### src/rtl/pps_pkg.sv
package pps_pkg;

    localparam int MAX_PEP_LEN = 100;
    localparam int POS_BITS    = 16;

    localparam int MASS_W    = 40;
    localparam int LEN_W     = 7;
    localparam int START_W   = 16;
    localparam int RES_W     = 8;
    localparam int SET_W     = 26;
    localparam int LIDX_W    = 5;
    localparam int ADDR_W    = 6;
    localparam int DATA_W    = 64;
    localparam int REG_IDX_W = 3;
    localparam int CNT_W     = 2;

    typedef logic [MASS_W-1:0]   mass_t;
    typedef logic [LEN_W-1:0]    len_t;
    typedef logic [START_W-1:0]  start_t;
    typedef logic [POS_BITS-1:0] pos_t;
    typedef logic [RES_W-1:0]    res_t;
    typedef logic [SET_W-1:0]    set_t;
    typedef logic [LIDX_W-1:0]   lidx_t;
    typedef logic [REG_IDX_W-1:0] reg_idx_t;
    typedef logic [CNT_W-1:0]    cnt_t;

    localparam reg_idx_t REG_MASS_TYPE   = 3'd0;
    localparam reg_idx_t REG_CUT_AFTER   = 3'd1;
    localparam reg_idx_t REG_NO_CUT      = 3'd2;
    localparam reg_idx_t REG_MIN_MASS    = 3'd3;
    localparam reg_idx_t REG_MAX_MASS    = 3'd4;

    localparam res_t LETTER_A = 8'h41;
    localparam res_t LETTER_Z = 8'h5A;
    localparam res_t RES_NONE = 8'h00;

    localparam mass_t MASS_MAX = '1;
    localparam len_t  LEN_SAT  = '1;
    localparam len_t  LEN_LIMIT = len_t'(MAX_PEP_LEN - 1);

    localparam mass_t H_AVG  = 40'd66056;
    localparam mass_t H_MONO = 40'd66049;
    localparam mass_t O_AVG  = 40'd1048537;
    localparam mass_t O_MONO = 40'd1048243;

    localparam mass_t WATER_AVG    = O_AVG + H_AVG + H_AVG;
    localparam mass_t WATER_MONO   = O_MONO + H_MONO + H_MONO;
    localparam mass_t WATER_H_AVG  = WATER_AVG + H_AVG;
    localparam mass_t WATER_H_MONO = WATER_MONO + H_MONO;

    localparam mass_t AVG_TAB [SET_W] = '{
        40'd4658220,  40'd7510178,  40'd6759304,  40'd7542446,  40'd8461712,
        40'd9645363,  40'd3738955,  40'd8987678,  40'd7416017,  40'd0,
        40'd8400017,  40'd7416017,  40'd8597836,  40'd7477909,  40'd7480751,
        40'd6364639,  40'd8397175,  40'd10235903, 40'd5706757,  40'd6626023,
        40'd0,        40'd6496751,  40'd12203668, 40'd6553599345, 40'd10693900,
        40'd8429443
    };

    localparam mass_t MONO_TAB [SET_W] = '{
        40'd4655488,  40'd7506162,  40'd6750810,  40'd7538406,  40'd8456935,
        40'd9638276,  40'd3736959,  40'd8982293,  40'd7411077,  40'd0,
        40'd8394831,  40'd7411077,  40'd8587869,  40'd7473917,  40'd7476302,
        40'd6360450,  40'd8392447,  40'd10230242, 40'd5703731,  40'd6622261,
        40'd0,        40'd6492548,  40'd12194894, 40'd6553599345, 40'd10686518,
        40'd8424691
    };

    typedef struct packed {
        logic  mass_type;
        set_t  cut_after_set;
        set_t  no_cut_before_set;
        mass_t min_mass;
        mass_t max_mass;
    } cfg_t;

    localparam cfg_t CFG_RESET = '{
        mass_type:         1'b0,
        cut_after_set:     26'h0020400,
        no_cut_before_set: 26'h0008000,
        min_mass:          40'd13107200,
        max_mass:          40'd6553600000
    };

    typedef struct packed {
        logic   vld;
        start_t start;
        len_t   count;
        mass_t  sum;
        res_t   prev;
        res_t   next;
    } cand_t;

    typedef struct packed {
        start_t start_pos;
        len_t   pep_length;
        mass_t  pep_mass;
        res_t   prev_residue;
        res_t   next_residue;
        logic   last_of_run;
    } rec_t;

    function automatic logic is_letter(res_t r);
        return (r >= LETTER_A) && (r <= LETTER_Z);
    endfunction

    function automatic lidx_t letter_idx(res_t r);
        res_t d;
        d = r - LETTER_A;
        return d[LIDX_W-1:0];
    endfunction

    function automatic logic in_set(set_t s, res_t r);
        return is_letter(r) && s[letter_idx(r)];
    endfunction

    function automatic mass_t residue_mass(res_t r, logic mono);
        lidx_t i;
        i = letter_idx(r);
        if (!is_letter(r))
            return '0;
        return mono ? MONO_TAB[i] : AVG_TAB[i];
    endfunction

    function automatic mass_t sat_add(mass_t a, mass_t b);
        logic [MASS_W:0] s;
        s = {1'b0, a} + {1'b0, b};
        return s[MASS_W] ? MASS_MAX : s[MASS_W-1:0];
    endfunction

endpackage

### src/rtl/pps_in_if.sv
interface pps_in_if;
    import pps_pkg::*;

    logic valid;
    logic ready;
    res_t residue;
    logic end_of_protein;

    modport source (output valid, output residue, output end_of_protein, input ready);
    modport sink   (input valid, input residue, input end_of_protein, output ready);
endinterface

### src/rtl/pps_out_if.sv
interface pps_out_if;
    import pps_pkg::*;

    logic   valid;
    logic   ready;
    start_t start_pos;
    len_t   pep_length;
    mass_t  pep_mass;
    res_t   prev_residue;
    res_t   next_residue;
    logic   last_of_run;

    modport source (
        output valid, output start_pos, output pep_length, output pep_mass,
        output prev_residue, output next_residue, output last_of_run, input ready
    );
    modport sink (
        input valid, input start_pos, input pep_length, input pep_mass,
        input prev_residue, input next_residue, input last_of_run, output ready
    );
endinterface

### src/rtl/pps_cfg_regs.sv
module pps_cfg_regs (
    input  logic                        clk,
    input  logic                        rst_n,
    input  logic                        psel,
    input  logic                        penable,
    input  logic                        pwrite,
    input  logic [pps_pkg::ADDR_W-1:0]  paddr,
    input  logic [pps_pkg::DATA_W-1:0]  pwdata,
    output logic [pps_pkg::DATA_W-1:0]  prdata,
    output pps_pkg::cfg_t               cfg
);
    import pps_pkg::*;

    cfg_t     cfg_reg;
    cfg_t     cfg_next;
    reg_idx_t idx;
    logic     wr_en;

    assign idx   = paddr[ADDR_W-1:ADDR_W-REG_IDX_W];
    assign wr_en = psel & penable & pwrite;
    assign cfg   = cfg_reg;

    always_comb
    begin
        cfg_next = cfg_reg;
        if (wr_en)
        begin
            case (idx)
                REG_MASS_TYPE: cfg_next.mass_type         = pwdata[0];
                REG_CUT_AFTER: cfg_next.cut_after_set     = pwdata[SET_W-1:0];
                REG_NO_CUT:    cfg_next.no_cut_before_set = pwdata[SET_W-1:0];
                REG_MIN_MASS:  cfg_next.min_mass          = pwdata[MASS_W-1:0];
                REG_MAX_MASS:  cfg_next.max_mass          = pwdata[MASS_W-1:0];
                default: ;
            endcase
        end
    end

    always_comb
    begin
        case (idx)
            REG_MASS_TYPE: prdata = DATA_W'(cfg_reg.mass_type);
            REG_CUT_AFTER: prdata = DATA_W'(cfg_reg.cut_after_set);
            REG_NO_CUT:    prdata = DATA_W'(cfg_reg.no_cut_before_set);
            REG_MIN_MASS:  prdata = DATA_W'(cfg_reg.min_mass);
            REG_MAX_MASS:  prdata = DATA_W'(cfg_reg.max_mass);
            default:       prdata = '0;
        endcase
    end

    always_ff @(posedge clk or negedge rst_n)
    begin
        if (!rst_n)
            cfg_reg <= CFG_RESET;
        else
            cfg_reg <= cfg_next;
    end

endmodule

### src/rtl/pps_split.sv
module pps_split (
    input  logic           clk,
    input  logic           rst_n,
    pps_in_if.sink         residue_ch,
    input  pps_pkg::cfg_t  cfg,
    output pps_pkg::cand_t cand_a,
    output pps_pkg::cand_t cand_b,
    output logic           cand_vld,
    input  logic           cand_ready
);
    import pps_pkg::*;

    logic  s0_vld_reg, s0_vld_next;
    res_t  s0_res_reg;
    logic  s0_eop_reg;
    logic  s0_ready, s1_load, in_take;

    mass_t mass_sum_reg, mass_sum_next;
    pos_t  pep_start_reg, pep_start_next;
    pos_t  position_reg, position_next;
    len_t  pep_count_reg, pep_count_next;
    res_t  held_res_reg, held_res_next;
    logic  held_vld_reg, held_vld_next;
    res_t  before_reg, before_next;

    logic  cand_vld_reg, cand_vld_next;
    cand_t cand_a_reg, cand_b_reg;
    cand_t cand_a_next, cand_b_next;

    logic  cut;
    mass_t base_sum, new_sum;
    len_t  base_count, new_count;
    pos_t  start1, position1;
    res_t  before1;

    assign s1_load  = s0_vld_reg && (!cand_vld_reg || cand_ready);
    assign s0_ready = !s0_vld_reg || s1_load;
    assign in_take  = residue_ch.valid && s0_ready;

    assign residue_ch.ready = s0_ready;
    assign cand_vld = cand_vld_reg;
    assign cand_a   = cand_a_reg;
    assign cand_b   = cand_b_reg;

    always_comb
    begin
        if (in_take)
            s0_vld_next = 1'b1;
        else if (s1_load)
            s0_vld_next = 1'b0;
        else
            s0_vld_next = s0_vld_reg;

        if (s1_load)
            cand_vld_next = 1'b1;
        else if (cand_ready)
            cand_vld_next = 1'b0;
        else
            cand_vld_next = cand_vld_reg;
    end

    always_comb
    begin
        cut = held_vld_reg && in_set(cfg.cut_after_set, held_res_reg) &&
              !in_set(cfg.no_cut_before_set, s0_res_reg);

        base_sum   = cut ? '0 : mass_sum_reg;
        base_count = cut ? '0 : pep_count_reg;
        start1     = cut ? position_reg : pep_start_reg;
        before1    = cut ? held_res_reg : before_reg;
        new_sum    = sat_add(base_sum, residue_mass(s0_res_reg, cfg.mass_type));
        new_count  = (base_count == LEN_SAT) ? base_count : base_count + len_t'(1);
        position1  = position_reg + pos_t'(1);

        cand_a_next.vld   = cut;
        cand_a_next.start = start_t'(pep_start_reg);
        cand_a_next.count = pep_count_reg;
        cand_a_next.sum   = mass_sum_reg;
        cand_a_next.prev  = before_reg;
        cand_a_next.next  = s0_res_reg;

        cand_b_next.vld   = s0_eop_reg;
        cand_b_next.start = start_t'(start1);
        cand_b_next.count = new_count;
        cand_b_next.sum   = new_sum;
        cand_b_next.prev  = before1;
        cand_b_next.next  = RES_NONE;

        mass_sum_next  = mass_sum_reg;
        pep_start_next = pep_start_reg;
        position_next  = position_reg;
        pep_count_next = pep_count_reg;
        held_res_next  = held_res_reg;
        held_vld_next  = held_vld_reg;
        before_next    = before_reg;

        if (s1_load)
        begin
            if (s0_eop_reg)
            begin
                mass_sum_next  = '0;
                pep_start_next = '0;
                position_next  = '0;
                pep_count_next = '0;
                held_res_next  = RES_NONE;
                held_vld_next  = 1'b0;
                before_next    = RES_NONE;
            end
            else
            begin
                mass_sum_next  = new_sum;
                pep_start_next = start1;
                position_next  = position1;
                pep_count_next = new_count;
                held_res_next  = s0_res_reg;
                held_vld_next  = 1'b1;
                before_next    = before1;
            end
        end
    end

    always_ff @(posedge clk or negedge rst_n)
    begin
        if (!rst_n)
        begin
            s0_vld_reg    <= 1'b0;
            cand_vld_reg  <= 1'b0;
            mass_sum_reg  <= '0;
            pep_start_reg <= '0;
            position_reg  <= '0;
            pep_count_reg <= '0;
            held_res_reg  <= RES_NONE;
            held_vld_reg  <= 1'b0;
            before_reg    <= RES_NONE;
        end
        else
        begin
            s0_vld_reg    <= s0_vld_next;
            cand_vld_reg  <= cand_vld_next;
            mass_sum_reg  <= mass_sum_next;
            pep_start_reg <= pep_start_next;
            position_reg  <= position_next;
            pep_count_reg <= pep_count_next;
            held_res_reg  <= held_res_next;
            held_vld_reg  <= held_vld_next;
            before_reg    <= before_next;
        end
    end

    always_ff @(posedge clk)
    begin
        if (in_take)
        begin
            s0_res_reg <= residue_ch.residue;
            s0_eop_reg <= residue_ch.end_of_protein;
        end
        if (s1_load)
        begin
            cand_a_reg <= cand_a_next;
            cand_b_reg <= cand_b_next;
        end
    end

endmodule

### src/rtl/pps_emit.sv
module pps_emit (
    input  logic           clk,
    input  logic           rst_n,
    input  pps_pkg::cfg_t  cfg,
    input  pps_pkg::cand_t cand_a,
    input  pps_pkg::cand_t cand_b,
    input  logic           cand_vld,
    output logic           cand_ready,
    pps_out_if.source      peptide_ch
);
    import pps_pkg::*;

    mass_t water, water_h;
    mass_t mass_a, mass_b, mh_a, mh_b;
    logic  pass_a, pass_b;
    rec_t  rec_a, rec_b;

    cnt_t  cnt_reg, cnt_next;
    rec_t  e0_reg, e0_next;
    rec_t  e1_reg, e1_next;
    logic  pop, free, push;

    always_comb
    begin
        water   = cfg.mass_type ? WATER_MONO   : WATER_AVG;
        water_h = cfg.mass_type ? WATER_H_MONO : WATER_H_AVG;

        mass_a = sat_add(cand_a.sum, water);
        mh_a   = sat_add(cand_a.sum, water_h);
        mass_b = sat_add(cand_b.sum, water);
        mh_b   = sat_add(cand_b.sum, water_h);

        pass_a = cand_a.vld && (mh_a >= cfg.min_mass) && (mh_a <= cfg.max_mass) &&
                 (cand_a.count < LEN_LIMIT);
        pass_b = cand_b.vld && (mh_b >= cfg.min_mass) && (mh_b <= cfg.max_mass) &&
                 (cand_b.count < LEN_LIMIT);

        rec_a.start_pos    = cand_a.start;
        rec_a.pep_length   = cand_a.count;
        rec_a.pep_mass     = mass_a;
        rec_a.prev_residue = cand_a.prev;
        rec_a.next_residue = cand_a.next;
        rec_a.last_of_run  = !pass_b;

        rec_b.start_pos    = cand_b.start;
        rec_b.pep_length   = cand_b.count;
        rec_b.pep_mass     = mass_b;
        rec_b.prev_residue = cand_b.prev;
        rec_b.next_residue = cand_b.next;
        rec_b.last_of_run  = 1'b1;
    end

    assign pop        = (cnt_reg != '0) && peptide_ch.ready;
    assign free       = (cnt_reg == '0) || ((cnt_reg == cnt_t'(1)) && pop);
    assign push       = cand_vld && free;
    assign cand_ready = free;

    always_comb
    begin
        cnt_next = cnt_reg;
        e0_next  = e0_reg;
        e1_next  = e1_reg;
        if (pop)
        begin
            cnt_next = cnt_reg - cnt_t'(1);
            e0_next  = e1_reg;
        end
        if (push)
        begin
            cnt_next = cnt_t'(pass_a) + cnt_t'(pass_b);
            e0_next  = pass_a ? rec_a : rec_b;
            e1_next  = rec_b;
        end
    end

    always_ff @(posedge clk or negedge rst_n)
    begin
        if (!rst_n)
            cnt_reg <= '0;
        else
            cnt_reg <= cnt_next;
    end

    always_ff @(posedge clk)
    begin
        e0_reg <= e0_next;
        e1_reg <= e1_next;
    end

    assign peptide_ch.valid        = (cnt_reg != '0);
    assign peptide_ch.start_pos    = e0_reg.start_pos;
    assign peptide_ch.pep_length   = e0_reg.pep_length;
    assign peptide_ch.pep_mass     = e0_reg.pep_mass;
    assign peptide_ch.prev_residue = e0_reg.prev_residue;
    assign peptide_ch.next_residue = e0_reg.next_residue;
    assign peptide_ch.last_of_run  = e0_reg.last_of_run;

endmodule

### src/rtl/protease_peptide_splitter_core.sv
// Peptide splitter: cuts a protein residue stream into peptide records.
// residue_ch takes one residue letter per transaction, end_of_protein on the
// final residue of each protein. peptide_ch gives one peptide record per
// transaction: start, length, mass with water, flanking residues, and
// last_of_run on the final record caused by one input residue.
// The APB port writes the mass table select, the cut letter sets and the
// mass window; registers sit at byte addresses 0, 8, 16, 24, 32, and the user
// must see that they are written only while the block is idle (not enforced).
// Throughput is one residue per cycle while peptide_ch is ready; the only other
// slow case is a residue that yields two records, which holds back the next
// candidate until the second record goes out. The block cuts after a residue
// only once it sees the next one, so a peptide's record follows the residue
// after its last one. A taken residue passes the input register, then the
// candidate register (state update, residue mass add), then result buffer (mass window).
// Reset empties every stage and clears the open peptide; registers return
// to R/K cut after, P blocking, average masses, 200 to 100000 Da.
// When peptide_ch stalls, the two-entry result buffer holds and the stages
// behind it fill, after which residue_ch.ready drops.
module protease_peptide_splitter_core (
    input  logic                        clk,
    input  logic                        rst_n,
    pps_in_if.sink                      residue_ch,
    pps_out_if.source                   peptide_ch,
    input  logic                        psel,
    input  logic                        penable,
    input  logic                        pwrite,
    input  logic [pps_pkg::ADDR_W-1:0]  paddr,
    input  logic [pps_pkg::DATA_W-1:0]  pwdata,
    output logic [pps_pkg::DATA_W-1:0]  prdata,
    output logic                        pready
);
    import pps_pkg::*;

    cfg_t  cfg;
    cand_t cand_a, cand_b;
    logic  cand_vld, cand_ready;

    assign pready = 1'b1;

    pps_cfg_regs u_cfg_regs (
        .clk     (clk),
        .rst_n   (rst_n),
        .psel    (psel),
        .penable (penable),
        .pwrite  (pwrite),
        .paddr   (paddr),
        .pwdata  (pwdata),
        .prdata  (prdata),
        .cfg     (cfg)
    );

    pps_split u_split (
        .clk        (clk),
        .rst_n      (rst_n),
        .residue_ch (residue_ch),
        .cfg        (cfg),
        .cand_a     (cand_a),
        .cand_b     (cand_b),
        .cand_vld   (cand_vld),
        .cand_ready (cand_ready)
    );

    pps_emit u_emit (
        .clk        (clk),
        .rst_n      (rst_n),
        .cfg        (cfg),
        .cand_a     (cand_a),
        .cand_b     (cand_b),
        .cand_vld   (cand_vld),
        .cand_ready (cand_ready),
        .peptide_ch (peptide_ch)
    );

endmodule

### src/flat_wrapper.sv
// flat-port wrapper written by rule: the top's interface ports become plain ports
module protease_peptide_splitter_core_flat import pps_pkg::*;
  (clk, rst_n, psel, penable, pwrite, paddr, pwdata, prdata, pready, residue_ch_valid, residue_ch_residue, residue_ch_end_of_protein, residue_ch_ready, peptide_ch_valid, peptide_ch_start_pos, peptide_ch_pep_length, peptide_ch_pep_mass, peptide_ch_prev_residue, peptide_ch_next_residue, peptide_ch_last_of_run, peptide_ch_ready);
  pps_in_if residue_ch_i ();
  pps_out_if peptide_ch_i ();
  input  logic clk;
  input  logic rst_n;
  input  logic psel;
  input  logic penable;
  input  logic pwrite;
  input  logic [pps_pkg::ADDR_W-1:0] paddr;
  input  logic [pps_pkg::DATA_W-1:0] pwdata;
  output logic [pps_pkg::DATA_W-1:0] prdata;
  output logic pready;
  input wire logic [$bits(residue_ch_i.valid)-1:0] residue_ch_valid;
  input wire logic [$bits(residue_ch_i.residue)-1:0] residue_ch_residue;
  input wire logic [$bits(residue_ch_i.end_of_protein)-1:0] residue_ch_end_of_protein;
  output wire logic [$bits(residue_ch_i.ready)-1:0] residue_ch_ready;
  output wire logic [$bits(peptide_ch_i.valid)-1:0] peptide_ch_valid;
  output wire logic [$bits(peptide_ch_i.start_pos)-1:0] peptide_ch_start_pos;
  output wire logic [$bits(peptide_ch_i.pep_length)-1:0] peptide_ch_pep_length;
  output wire logic [$bits(peptide_ch_i.pep_mass)-1:0] peptide_ch_pep_mass;
  output wire logic [$bits(peptide_ch_i.prev_residue)-1:0] peptide_ch_prev_residue;
  output wire logic [$bits(peptide_ch_i.next_residue)-1:0] peptide_ch_next_residue;
  output wire logic [$bits(peptide_ch_i.last_of_run)-1:0] peptide_ch_last_of_run;
  input wire logic [$bits(peptide_ch_i.ready)-1:0] peptide_ch_ready;
  assign residue_ch_i.valid = residue_ch_valid;
  assign residue_ch_i.residue = residue_ch_residue;
  assign residue_ch_i.end_of_protein = residue_ch_end_of_protein;
  assign residue_ch_ready = residue_ch_i.ready;
  assign peptide_ch_valid = peptide_ch_i.valid;
  assign peptide_ch_start_pos = peptide_ch_i.start_pos;
  assign peptide_ch_pep_length = peptide_ch_i.pep_length;
  assign peptide_ch_pep_mass = peptide_ch_i.pep_mass;
  assign peptide_ch_prev_residue = peptide_ch_i.prev_residue;
  assign peptide_ch_next_residue = peptide_ch_i.next_residue;
  assign peptide_ch_last_of_run = peptide_ch_i.last_of_run;
  assign peptide_ch_i.ready = peptide_ch_ready;
  protease_peptide_splitter_core u_core (.clk(clk), .rst_n(rst_n), .residue_ch(residue_ch_i), .peptide_ch(peptide_ch_i), .psel(psel), .penable(penable), .pwrite(pwrite), .paddr(paddr), .pwdata(pwdata), .prdata(prdata), .pready(pready));
endmodule
### config.mk
export PLATFORM = sky130hd
export DESIGN_NAME = protease_peptide_splitter_core_flat
export DESIGN_NICKNAME = d
export VERILOG_FILES = /design/src/rtl/pps_pkg.sv /design/src/rtl/pps_in_if.sv /design/src/rtl/pps_out_if.sv /design/src/rtl/pps_cfg_regs.sv /design/src/rtl/pps_split.sv /design/src/rtl/pps_emit.sv /design/src/rtl/protease_peptide_splitter_core.sv /design/src/flat_wrapper.sv
export SDC_FILE = /design/constraint.sdc
export NUM_CORES = 1
export LEC_CHECK = 0
export ABC_AREA = 1
export BUFFER_PORTS_ARGS = -buffer_cell sky130_fd_sc_hd__buf_2
export CAP_MARGIN = 20
export CORE_MARGIN = 8
export CORE_UTILIZATION = 50
export DETAILED_ROUTE_END_ITERATION = 8
export PLACE_DENSITY = 0.77
export SETUP_SLACK_MARGIN = 0.5
export SKIP_LAST_GASP = 1
export SLEW_MARGIN = 20
export SYNTH_ARGS = -nofsm -noshare
export SYNTH_HDL_FRONTEND = slang
export SYNTH_SLANG_ARGS = --single-unit
export TNS_END_PERCENT = 10
### constraint.sdc
create_clock -name clk -period 9.3 [get_ports clk]
set_input_delay 1.86 -clock clk [delete_from_list [all_inputs] [get_ports clk]]
set_output_delay 1.86 -clock clk [all_outputs]
set_load 0.03 [all_outputs]
Word-level counts from Yosys, hierarchy flattened
Memories as Yosys holds them, arrays and structs flattened. Cells that the tools add are included.

Div/mod/pow operators: 0. Equal/unequal tests: 6. $add $sub $neg: 11. $mul: 0. Bitwise operators: 3. Shifts and indexed selects: 0. Mux-type cells: 39. Reductions and logical operators: 35. $lt $le $gt $ge: 13.

Operators by type and width (count): $mux W40 (13); $mux W80 (3); $pmux W40 S5 (1); $add A40 B40 Y41 (3); $add A40 B21 Y41 (2); $ge A40 B40 Y1 (2); $le A40 B40 Y1 (2); $mux W16 (3); $mux W8 (3); $mux W7 (3); $mux W9 (2); $logic_and A1 B1 Y1 (17); $add A16 B1 Y16 const B (1); $ge A8 B7 Y1 const B (2); $le A8 B7 Y1 const B (2); $lt A7 B7 Y1 const B (2); $lt A5 B6 Y1 const B (2); $bmux W1 S5 (2); $reduce_and A2 Y1 (5); $sub A5 B1 Y5 const B (2); $reduce_bool A2 Y1 (4); $add A7 B1 Y7 const B (1); $eq A7 B7 Y1 const B (1); $mux W1 (7); 14 further kinds (22).

Input port bits: 86. Word-level logic and storage cells: 147. Flip-flop bits (word level): 545. Memories kept: 2. Output and inout port bits: 147. Bits in writable memories: 0. Latch bits: 0. ROM bits: 2560.

Memory list: (no name shown) (depth 32, bits a word 40, rd ports 1, clocked after memory_dff 0, write ports 0, line pps_pkg.sv:122) `return mono ? MONO_TAB[i] : AVG_TAB[i];`; (no name shown) (depth 32, bits a word 40, rd ports 1, clocked after memory_dff 0, write ports 0, line pps_pkg.sv:122).

Longest topological paths before layout
Depth after elaboration: 10. Mapped depth: 42. Mapped depth without buffers: 36.

Modules after synthesis
From an unflattened synthesis, not the netlist that was laid out.

Cell total of the unflattened synthesis: 4860. Area, all modules: 36906.6 um2.

Modules (own cells, without submodules): pps_emit (cells an instance 2437, area each 16517.1 um2, times used 1, seq. area each 4824.6 um2); pps_split (cells an instance 1585, area each 13884.6 um2, times used 1, seq. area each 7287.0 um2); pps_cfg_regs (cells an instance 836, area each 6493.7 um2, times used 1, seq. area each 3343.2 um2); protease_peptide_splitter_core (cells an instance 2, area each 11.3 um2, times used 1, seq. area each 0.0 um2).

Worst setup path before layout
OpenSTA, ideal clock, no wires.

Kind: in2reg. Start: input port peptide_ch_ready. End: register u_core.u_split.cand_a_reg, in the netlist u_core.u_split.cand_a[0], enable pin. Cell stages on the path: 5. Library setup time: 0.576 ns. Slack: 2.207 ns. Data required time: 8.724 ns. Data arrival time: 6.517 ns. Buffers on the path: 1. Path through: a21oi_1 > nand2_1 > nand2_1 > inv_1 > buf_1.

Word-level cells in the longest chain between the ends: 5.

RTL lines: from (decl) (line flat_wrapper.sv:26) `input wire logic [$bits(peptide_ch_i.ready)-1:0] peptide_ch_ready;`; $logic_and A1 B1 Y1 (line pps_emit.sv:53) `assign pop = (cnt_reg != '0) && peptide_ch.ready;`; $logic_and A1 B1 Y1 (line pps_emit.sv:54) `assign free = (cnt_reg == '0) || ((cnt_reg == cnt_t'(1)) && pop);`; $logic_or A1 B1 Y1 (line pps_emit.sv:54); $logic_or A1 B1 Y1 (line pps_split.sv:36) `assign s1_load = s0_vld_reg && (!cand_vld_reg || cand_ready);`; $logic_and A1 B1 Y1 (line pps_split.sv:36); to (signal assigned) (line pps_split.sv:159) `cand_a_reg <= cand_a_next;`; to (decl) (line pps_split.sv:27) `cand_t cand_a_reg, cand_b_reg;`.

No other way between the ends. A chain may end at the register's enable or synchronous reset.

==> impl_metrics.yaml <==
hold_path:
  min_to: "u_core.u_split.cand_a[65]$_DFFE_PP_"
  min_from: "u_core.u_split.pep_start_reg[2]$_DFFE_PN0P_"
  hp-class: "register to register"
  whs_path_depth: 0
yosys:
  seq_area_frac_synth: 0.443
  syn-cell-area_um2: 34300
  ys.flop_type: "edfxtp_1"
  yosysTopAreaCell: "edfxtp_1"
  synth_top_area_frac: 0.273
  synth_cell_type_count: 70
  synth_edf_count: 312
  ys_seq_elements: 545
  synth_warnings: 0
  synthArstFlopShare: 0.428
  synth.area.top_cells: "edfxtp_1 27%, dfrtp_1 16%, nand2_1 11%"
  syn_avg_cell_area_um2: 7.96
  synthCells: 4313
setup_path:
  cp-end-kind: "register"
  slowest_stage: "dfrtp_1"
  r2r_slack_ns: 1.32
  r2r-start: "u_core.u_cfg_regs.cfg[132]$_DFFE_PN0P_"
  slowest_delay_ns: 0.64
  critical_path.most_common_cell: "nand2_1"
  arrival_ns: 8.30
  cp_max_fo: 37
  reg2reg_to: "u_core.u_emit.peptide_ch.pep_mass[7]$_DFFE_PP_"
  worstSetupPathType: "register to register"
  start_kind: "register"
  worstPathRequired_ns: 9.62
  worst_r2r_path_depth: 31
clocking:
  htreeDepth: 2
  post_cts_buffers: 0
  cts_tree: "built"
  cts.clk_slew.worst_paths_ns: 0.06
  clock_latency_ns: 0.65
  cts-root-buf: "clkbuf_16"
  cts_num_sinks: 545
  cts_buffers: 59
  cts.repair.resized: 0
  clock_path_buffers: 3
  hold_buffers: 0
finish:
  nNetsFinal: 4748
  fill_cells: 6154
  largest_reg_flops: 133
  fin_util: 0.557
  final_cells: 5365
  n_antenna_cell: 0
  drive_gt1_frac: 0.0908
  design_area_um2: 38000
  areaGrowthSynthToFinish_pct: 10.7
placement:
  post_dp_cell_area_um2: 35900
  gp_congestion: 0.947
  hpwl_um: 77900
  io_buffers: 180
  pre_cts_slack_ns: 1.33
  place_inst: 5253
detailed_routing:
  vias_per_cell: 5.57
  wl_um: 104000
  drt_iter0_drc: 3217
  routedWlPerCell_um: 19.4
  ant_nets: 0
  drt-pass1-iter-count: 8
  drc: 0
  num_vias: 29870
sta:
  tightest_slew_ns: 1.03
  relSlewSlack: 0.315
  slew_violations: 0
  hold_viol_final: 0
  whs_ns: 0.440
  worst_slack_ns: 1.32
  period_needed_ns: 7.98
  rsz0062_at_grt: "false"
  setup_violations: 0
  period_share: 0.858
  finClkSkew_ns: 0.0245
  max_clock_freq_ghz: 0.125
  fin_tns_setup_ns: 0
global_routing:
  grt_pass1_vias: 28045
  grt-ovfl-total: 0
  grt_pass1_wl_um: 161000
  antenna_found_initial: 6
  grt_usage: 0.263
  grt_max_degree: 146
die:
  core_um2: 68200
  die_w_um: 278
  rows: 96
  die-area_um2: 77300
  die_y_um: 278
  start_util: 0.503
  io_pins: 233
power:
  vdd_drop_max_mv: 0.324
  p_per_area_nw_per_um2: 351
  total_power_mw: 13.3
  power.leakage_nw: 18.1
flow_run:
  cap_violations: 0
status:
  status: "finished, final reports clean"
## power by group
part	total [mW]	switching (mW)	internal [mW]
registers	4.49	0.599	3.89
clock network	2.50	1.03	1.47
logic	6.35	4.45	1.90
total	13.3	6.08	7.27
## synth_stat cells (all sizes together) (5+ instances only)
cell type / count
a211oi: 9
xor2: 73
a31oi: 14
xnor2: 10
dfrtp: 221
a221o: 25
nand2: 1055
nand3b: 10
inv: 626
o22ai: 77
o211ai: 13
or2: 30
nor2: 356
nand3: 256
o21bai: 5
nand4: 47
o21ai: 395
clkbuf: 107
o21a: 12
dfstp: 12
buf: 69
a21oi: 197
nor4: 18
edfxtp: 312
ha: 227
o31ai: 6
nor3: 77
## cells in the final DEF, fill, tap and decap left out, drive strengths merged, types with 7 or more instances in the layout
cell type | netlist | routed
ha | 227 | 227
nand3 | 256 | 256
nor4 | 18 | 18
edfxtp | 312 | 312
dfstp | 12 | 12
conb | 2 | 25
nor2 | 356 | 356
nand2 | 1055 | 1055
a31oi | 14 | 14
bufinv | 0 | 7
nand4 | 47 | 47
clkbuf | 107 | 79
a21oi | 197 | 197
o21a | 12 | 12
xor2 | 73 | 73
a211oi | 9 | 9
or2 | 30 | 30
nor3 | 77 | 77
clkinv | 2 | 16
buf | 69 | 211
inv | 626 | 633
dfrtp | 221 | 221
o21ai | 395 | 395
a221o | 25 | 25
xnor2 | 10 | 10
o22ai | 77 | 77
o211ai | 13 | 13
nand3b | 10 | 10
## worst max-delay path by stage
stage                                                 startpoint                                              to  slack [ns]  cells past startpoint
after global placement    u_core.u_cfg_regs.cfg[132]$_DFFE_PN0P_  u_core.u_emit.peptide_ch.pep_mass[7]$_DFFE_PP_        1.41                     31
final                     u_core.u_cfg_regs.cfg[132]$_DFFE_PN0P_  u_core.u_emit.peptide_ch.pep_mass[7]$_DFFE_PP_        1.32                     31
after global routing      u_core.u_cfg_regs.cfg[132]$_DFFE_PN0P_            u_core.u_emit.cnt_reg[0]$_DFFE_PN0P_        0.60                     31
after detailed placement  u_core.u_cfg_regs.cfg[132]$_DFFE_PN0P_            u_core.u_emit.cnt_reg[0]$_DFFE_PN0P_        1.33                     31
after floorplan                                 peptide_ch_ready              u_core.u_split.cand_a[0]$_DFFE_PP_        2.21                      5
after CTS                 u_core.u_cfg_regs.cfg[132]$_DFFE_PN0P_            u_core.u_emit.cnt_reg[0]$_DFFE_PN0P_        1.27                     31
## cells by family (layout without fill, tap and decap cells)
group,Yosys count,after routing,share of synthesized area
and+or+nand+nor,1857,1857,0.227
buffers and inverters,804,951,0.0930
AOI/OAI and AO/OA,792,792,0.131
DFF,545,545,0.443
adders and majority gates,230,230,0.0845
xor gates and xnor gates,83,83,0.0212
other,2,25,0.000219
## cell type report
class,count,area (um2),area share
multi-input combinational,2987,16100,0.423
sequential,545,15200,0.400
inverter,628,2360,0.0622
clock buffer,79,1670,0.0440
timing repair buffer,211,1160,0.0304
tap,882,1100,0.0290
clock inverter,33,425,0.0112
## worst max-delay path: cells and delay by family, from the launching register on
kind,cells,cell delay (ns)
and+or+nand+nor,18,3.62
buffers and inverters,5,1.23
AOI/OAI and AO/OA,5,1.17
adders and majority gates,3,0.97
DFF,1,0.64
## metal layers
metal	vias up	track usage	part of all wire	wire [um]
li1	14550	-	-	-
met1	13994	0.351	0.42	43500
met2	1106	0.423	0.46	47800
met3	216	0.0394	0.075	7820
met4	4	0.119	0.047	4880
met5	-	0	0.00024	25
Power figures use the tool's default switching activity.
